### src/sv/assert_macros.svh
// Assertion macros used by the top-level RTL file.
`ifndef ASSERT_MACROS_SVH
`define ASSERT_MACROS_SVH

// same-cycle implication
`define ASSERT_IMPLIES(label, clk, rst_n, ante, cons) \
    label: assert property (@(posedge clk) disable iff (!rst_n) (ante) |-> (cons)) \
        else $error("assertion failed");

// next-cycle implication
`define ASSERT_NEXT(label, clk, rst_n, ante, cons) \
    label: assert property (@(posedge clk) disable iff (!rst_n) (ante) |=> (cons)) \
        else $error("assertion failed");

`endif

### src/sv/legv8_pkg.sv
// Types, constants and a helper function of the LEGv8 execute unit.
package legv8_pkg;

    localparam int STACK_BYTES = 512;
    localparam int MAIN_BYTES  = 4096;
    localparam int NUM_REGS    = 32;

    localparam int STACK_AW = $clog2(STACK_BYTES);
    localparam int MAIN_AW  = $clog2(MAIN_BYTES);
    localparam int MEM_AW   = (STACK_AW > MAIN_AW) ? STACK_AW : MAIN_AW;
    localparam int REG_AW   = $clog2(NUM_REGS);

    localparam int IN_W  = 144;
    localparam int OUT_W = 152;
    localparam int FLAG_W = 14;

    localparam logic [7:0] BYTE_MASK = 8'hff;
    localparam logic [3:0] WORD_BYTES = 4'd8;
    localparam logic [2:0] LAST_BYTE = 3'd7;

    localparam logic [REG_AW-1:0] REG_SP   = 5'd28;
    localparam logic [REG_AW-1:0] REG_FP   = 5'd29;
    localparam logic [REG_AW-1:0] REG_LINK = 5'd30;
    localparam logic [REG_AW-1:0] REG_ZERO = 5'd31;

    localparam logic [4:0] OP_ADD   = 5'd0;
    localparam logic [4:0] OP_AND   = 5'd1;
    localparam logic [4:0] OP_EOR   = 5'd2;
    localparam logic [4:0] OP_ORR   = 5'd3;
    localparam logic [4:0] OP_SUB   = 5'd4;
    localparam logic [4:0] OP_UDIV  = 5'd5;
    localparam logic [4:0] OP_BR    = 5'd6;
    localparam logic [4:0] OP_SUBS  = 5'd7;
    localparam logic [4:0] OP_LSL   = 5'd8;
    localparam logic [4:0] OP_LSR   = 5'd9;
    localparam logic [4:0] OP_MUL   = 5'd10;
    localparam logic [4:0] OP_ADDI  = 5'd11;
    localparam logic [4:0] OP_ANDI  = 5'd12;
    localparam logic [4:0] OP_EORI  = 5'd13;
    localparam logic [4:0] OP_ORRI  = 5'd14;
    localparam logic [4:0] OP_SUBI  = 5'd15;
    localparam logic [4:0] OP_SUBIS = 5'd16;
    localparam logic [4:0] OP_B     = 5'd17;
    localparam logic [4:0] OP_BL    = 5'd18;
    localparam logic [4:0] OP_BCOND = 5'd19;
    localparam logic [4:0] OP_CBNZ  = 5'd20;
    localparam logic [4:0] OP_CBZ   = 5'd21;
    localparam logic [4:0] OP_LDUR  = 5'd22;
    localparam logic [4:0] OP_STUR  = 5'd23;

    localparam logic [4:0] COND_COUNT = 5'd14;

    typedef struct packed {
        logic [4:0]        op;
        logic [63:0]       pc;
        logic [REG_AW-1:0] ra;
        logic [REG_AW-1:0] rb;
        logic [REG_AW-1:0] widx;
        logic              wr;
        logic [4:0]        rt;
        logic [5:0]        shamt;
        logic [11:0]       imm;
        logic [25:0]       boff;
        logic [8:0]        moff;
    } uop_t;

    // flags from the sign and zero test of a 32-bit difference
    function automatic logic [FLAG_W-1:0] sub_flags(input logic [31:0] d);
        logic neg;
        logic zero;
        logic [FLAG_W-1:0] f;
        neg  = d[31];
        zero = (d == 32'd0);
        f = '0;
        f[0]  = zero;
        f[1]  = !zero;
        f[2]  = !neg;
        f[5]  = !neg;
        f[10] = !neg;
        f[8]  = !neg && !zero;
        f[12] = !neg && !zero;
        f[9]  = neg || zero;
        f[13] = neg || zero;
        f[3]  = neg;
        f[4]  = neg;
        f[11] = neg;
        return f;
    endfunction

endpackage

### src/sv/legv8_front.sv
// Front end: accepts instruction words, decodes register use, queues them.
module legv8_front (
    input  logic                      clk,
    input  logic                      rst_n,
    input  logic                      s_axis_tvalid,
    output logic                      s_axis_tready,
    // op, pc, rd, rn, rm, rt, shamt, alu_imm, branch_offset, mem_offset (low bit up)
    input  logic [legv8_pkg::IN_W-1:0] s_axis_tdata,
    input  logic                      hold,
    output logic                      q_valid,
    output legv8_pkg::uop_t           q_data,
    input  logic                      q_pop
);

    legv8_pkg::uop_t q_mem [2];
    logic       wp_reg, wp_next;
    logic       rp_reg, rp_next;
    logic [1:0] cnt_reg, cnt_next;
    legv8_pkg::uop_t dec;
    logic [4:0] f_rd, f_rm;
    logic push;

    always_comb
    begin
        dec.op    = s_axis_tdata[4:0];
        dec.pc    = s_axis_tdata[68:5];
        f_rd      = s_axis_tdata[73:69];
        dec.ra    = s_axis_tdata[78:74];
        f_rm      = s_axis_tdata[83:79];
        dec.rt    = s_axis_tdata[88:84];
        dec.shamt = s_axis_tdata[94:89];
        dec.imm   = s_axis_tdata[106:95];
        dec.boff  = s_axis_tdata[132:107];
        dec.moff  = s_axis_tdata[141:133];

        if (dec.op == legv8_pkg::OP_BR)
            dec.rb = f_rd;
        else if (dec.op inside {legv8_pkg::OP_CBNZ, legv8_pkg::OP_CBZ, legv8_pkg::OP_STUR})
            dec.rb = dec.rt;
        else
            dec.rb = f_rm;

        if (dec.op == legv8_pkg::OP_BL)
            dec.widx = legv8_pkg::REG_LINK;
        else if (dec.op == legv8_pkg::OP_LDUR)
            dec.widx = dec.rt;
        else
            dec.widx = f_rd;

        dec.wr = (dec.op inside {[legv8_pkg::OP_ADD : legv8_pkg::OP_UDIV],
                                 [legv8_pkg::OP_SUBS : legv8_pkg::OP_SUBIS],
                                 legv8_pkg::OP_BL, legv8_pkg::OP_LDUR})
                 && (dec.widx != legv8_pkg::REG_ZERO);
    end

    assign s_axis_tready = (cnt_reg != 2'd2) && !hold;
    assign push    = s_axis_tvalid && s_axis_tready;
    assign q_valid = (cnt_reg != 2'd0);
    assign q_data  = q_mem[rp_reg];

    always_comb
    begin
        wp_next  = wp_reg ^ push;
        rp_next  = rp_reg ^ q_pop;
        cnt_next = cnt_reg + {1'b0, push} - {1'b0, q_pop};
    end

    always_ff @(posedge clk)
    begin
        if (push)
            q_mem[wp_reg] <= dec;
    end

    always_ff @(posedge clk or negedge rst_n)
    begin
        if (!rst_n)
        begin
            wp_reg  <= 1'b0;
            rp_reg  <= 1'b0;
            cnt_reg <= 2'd0;
        end
        else
        begin
            wp_reg  <= wp_next;
            rp_reg  <= rp_next;
            cnt_reg <= cnt_next;
        end
    end

endmodule

### config.mk
export PLATFORM = sky130hd
export DESIGN_NAME = legv8_front
export DESIGN_NICKNAME = d
export VERILOG_FILES = /design/src/sv/assert_macros.svh /design/src/sv/legv8_pkg.sv /design/src/sv/legv8_front.sv
export SDC_FILE = /design/constraint.sdc
export NUM_CORES = 1
export LEC_CHECK = 0
export ABC_AREA = 0
export BUFFER_PORTS_ARGS = -buffer_cell sky130_fd_sc_hd__buf_4
export CAP_MARGIN = 20
export CELL_PAD_IN_SITES_DETAIL_PLACEMENT = 2
export CELL_PAD_IN_SITES_GLOBAL_PLACEMENT = 2
export CORE_ASPECT_RATIO = 0.8
export CORE_MARGIN = 5
export CORE_UTILIZATION = 34
export CTS_CLUSTER_DIAMETER = 80
export DETAILED_ROUTE_END_ITERATION = 7
export GPL_TIMING_DRIVEN = 0
export PLACE_DENSITY_LB_ADDON = 0.2
export SYNTH_ARGS = -nofsm -noshare
export SYNTH_HDL_FRONTEND = slang
export SYNTH_SLANG_ARGS = --single-unit
### constraint.sdc
create_clock -name clk -period 4.8 [get_ports clk]
set_input_delay 0.72 -clock clk [delete_from_list [all_inputs] [get_ports clk]]
set_output_delay 0.72 -clock clk [all_outputs]
set_load 0.05 [all_outputs]
==> results.yml <==
timing:
  period_share_pct: 70.7
  period_needed_ns: 3.39
  worstMarginPinSlew_ns: 0.639
  setup_violations: 0
  final.setup.tns_ns: 0
  maxSlewHeadroom_pct: 57.4
  finalHoldViolCount: 0
  holdWs_ns: 0.349
  finalMaxSlewViolations: 0
  skew_ns: 0.00999
  rsz0062_at_grt: "false"
  fmax_mhz: 295
clock_tree:
  cts_tree: "yes"
  htreeDepth: 1
  cts.clk_slew.worst_paths_ns: 0.07
  clk_latency_ns: 0.56
  cts_buffer_depth: 3
  cts_setup_buffers: 0
  cts_buffers: 30
  cts-root-buf: "clkbuf_16"
  clkSinkCount: 290
outcome:
  status: "completed"
logic_synthesis:
  synth_cell_types: 31
  syn_area_per_cell_um2: 20.8
  syn_area_um2: 10800
  ys_seq_elements: 290
  synthCells: 520
  ys_seq_area_share_pct: 80.4
  synth_warnings: 0
  synth_nets: 673
cells_and_area:
  seqCellArea_um2: 8690
  fin_nets: 1001
  n_fill_cell: 2908
  drive_gt1_share_pct: 56.3
  multi_input_area_um2: 2020
  final_area_um2: 14600
  diodes: 0
  area_growth_pct: 35.3
  largest_reg_flops: 286
route:
  vias: 6023
  antenna_left: 0
  viasPerCell: 4.67
  dr.pass1.iters: 4
  wl_per_cell_um: 22.5
  wl_mm: 29.0
  drtIter0Drc: 236
  drc: 0
die:
  start_util_pct: 34.4
  ioPinCount: 294
  die_h_um: 169
  dieArea_um2: 35500
  die-width_um: 209
  coreArea_um2: 31400
  rows: 58
global_routing:
  grt_pass1_vias: 6928
  grt_overflow_total: 0
  grt_start_max_net_pins: 58
  track_usage_pct: 15.7
  antenna_found_initial: 0
  grt_pass1_wl_mm: 42.9
worst_setup_path:
  startpoint_type: "register"
  cp_data_required_time_ns: 4.08
  cp-end-kind: "output pin"
  path_max_fanout: 10
  worst_ep_arrival_time_ns: 2.67
  critical_path_class: "reg2out"
power:
  power.density_nw_per_um2: 631
  p_leak_nw: 5.36
  ir_drop_mv: 0.348
job:
  drv_cap: 0
placed_design:
  placed_cell_area_um2: 13700
  portBuffers: 291
  hpwl_mm: 20.9
  gp_congestion: 0.747
min_path:
  hp-class: "in2reg"
==> layout by cell type (no fill, tap or decap), types with 2 or more instances in the layout <==
cell type  instances
buf_4            291
edfxtp_1         286
mux2_2           135
clkbuf_16         31
clkbuf_1          14
buf_2             12
inv_1              9
mux2_1             8
nor3_1             6
clkinv_2           6
clkinv_1           6
o21ai_0            5
o31ai_1            5
nand4_1            5
o21ai_1            4
a31oi_1            4
dfrtp_1            4
buf_16             4
nand2b_1           3
nand2_1            3
bufinv_16          3
nand3_1            2
nor2b_1            2
a21oi_1            2
xnor2_1            2
nor4_1             2
ha_1               2
ha_4               2
==> report_power, final <==
part	total [mW]	switching (mW)	internal [mW]
Combinational	3.74	2.52	1.22
Sequential	3.23	0.0777	3.15
Clock	2.27	0.930	1.34
==> worst max-delay path, cell delays in order, from the launching register on <==
cell,delay [ns]
dfrtp_1,0.32
clkbuf_1,0.46
buf_2,0.39
buf_2,0.34
mux2_2,0.41
buf_4,0.20
==> final timing paths <==
path	from	endpoint	slack, ns	depth (start not counted)
worst min register to register	cnt_reg[1]	cnt_reg[1]	0.50	1
max in group asynchronous	rst_n	wp_reg	4.19	2
min in group asynchronous	rst_n	rp_reg	0.50	2
worst max register to register	cnt_reg[0]	q_mem[0][44]	2.29	6
worst min-delay path	s_axis_tdata[89]	q_mem[0][47]	0.35	1
worst max-delay path	rp_reg	q_data[61]	1.41	5
==> routing by layer <==
layer | routed length, um | up-vias | global-route usage [%]
met4 | 402 | 0 | 2.61
met3 | 2060 | 30 | 4.93
met5 | 0 | - | 0
met1 | 12000 | 3073 | 19.7
met2 | 14600 | 199 | 27.3
li1 | - | 2721 | -
==> synthesized netlist by cell type, drive strengths merged <==
| library cell | number | area (um2) |
|---|---|---|
| o21ai | 9 | 45.0 |
| o21a | 1 | 7.51 |
| nor2b | 2 | 12.5 |
| nor4bb | 1 | 10.0 |
| ha | 4 | 50.1 |
| nand4 | 5 | 31.3 |
| nor3 | 6 | 30.0 |
| or2 | 2 | 15.0 |
| xor2 | 1 | 8.76 |
| nand2b | 3 | 18.8 |
| a21oi | 2 | 10.0 |
| nand2 | 3 | 11.3 |
| dfrtp | 4 | 100 |
| or4b | 1 | 10.0 |
| edfxtp | 286 | 8590 |
| buf | 12 | 60.1 |
| inv | 10 | 37.5 |
| or3 | 1 | 6.26 |
| nand3 | 2 | 10.0 |
| nor4 | 2 | 12.5 |
| clkbuf | 7 | 26.3 |
| mux2 | 143 | 1610 |
| a31oi | 5 | 37.5 |
| and2 | 1 | 6.26 |
| o31ai | 5 | 37.5 |
| xnor2 | 2 | 17.5 |
==> area by class of cell <==
cell class | count | area share [%]
clock buffer | 38 | 5.48
clock inverter | 17 | 1.09
inverter | 10 | 0.257
multi-input combinational | 201 | 13.8
sequential | 290 | 59.4
buffer | 19 | 0.590
tap | 420 | 3.59
timing repair buffer | 296 | 15.8
==> logic make-up after synthesis <==
family / Yosys count / share of synthesized area (%)
XOR/XNOR: 3 / 0.243
AND/OR/NAND/NOR: 29 / 1.61
multiplexers: 143 / 14.9
AO/OA/AOI/OAI: 22 / 1.27
flip-flops: 290 / 80.4
adder cells (fa/ha/maj): 4 / 0.463
buffers and inverters: 29 / 1.15
==> stage by stage <==
stage	std cells	power, mW	utilization, %	setup WS (ns)
floorplan	520	5.87	-	-0.873
global placement	1231	7.00	43.0	-2.07
detailed placement	1235	7.07	43.5	1.81
CTS	1291	9.40	46.5	1.28
global route	1291	9.64	46.5	1.22
finish	1291	9.23	46.5	1.41
==> repair_timing <==
action / in CTS / in global routing
hold buffers: 1 / 0
hold endpoints to repair: 4 / 0
resized for setup: 0 / 0
No activity file was read; power rests on OpenSTA's default activity.
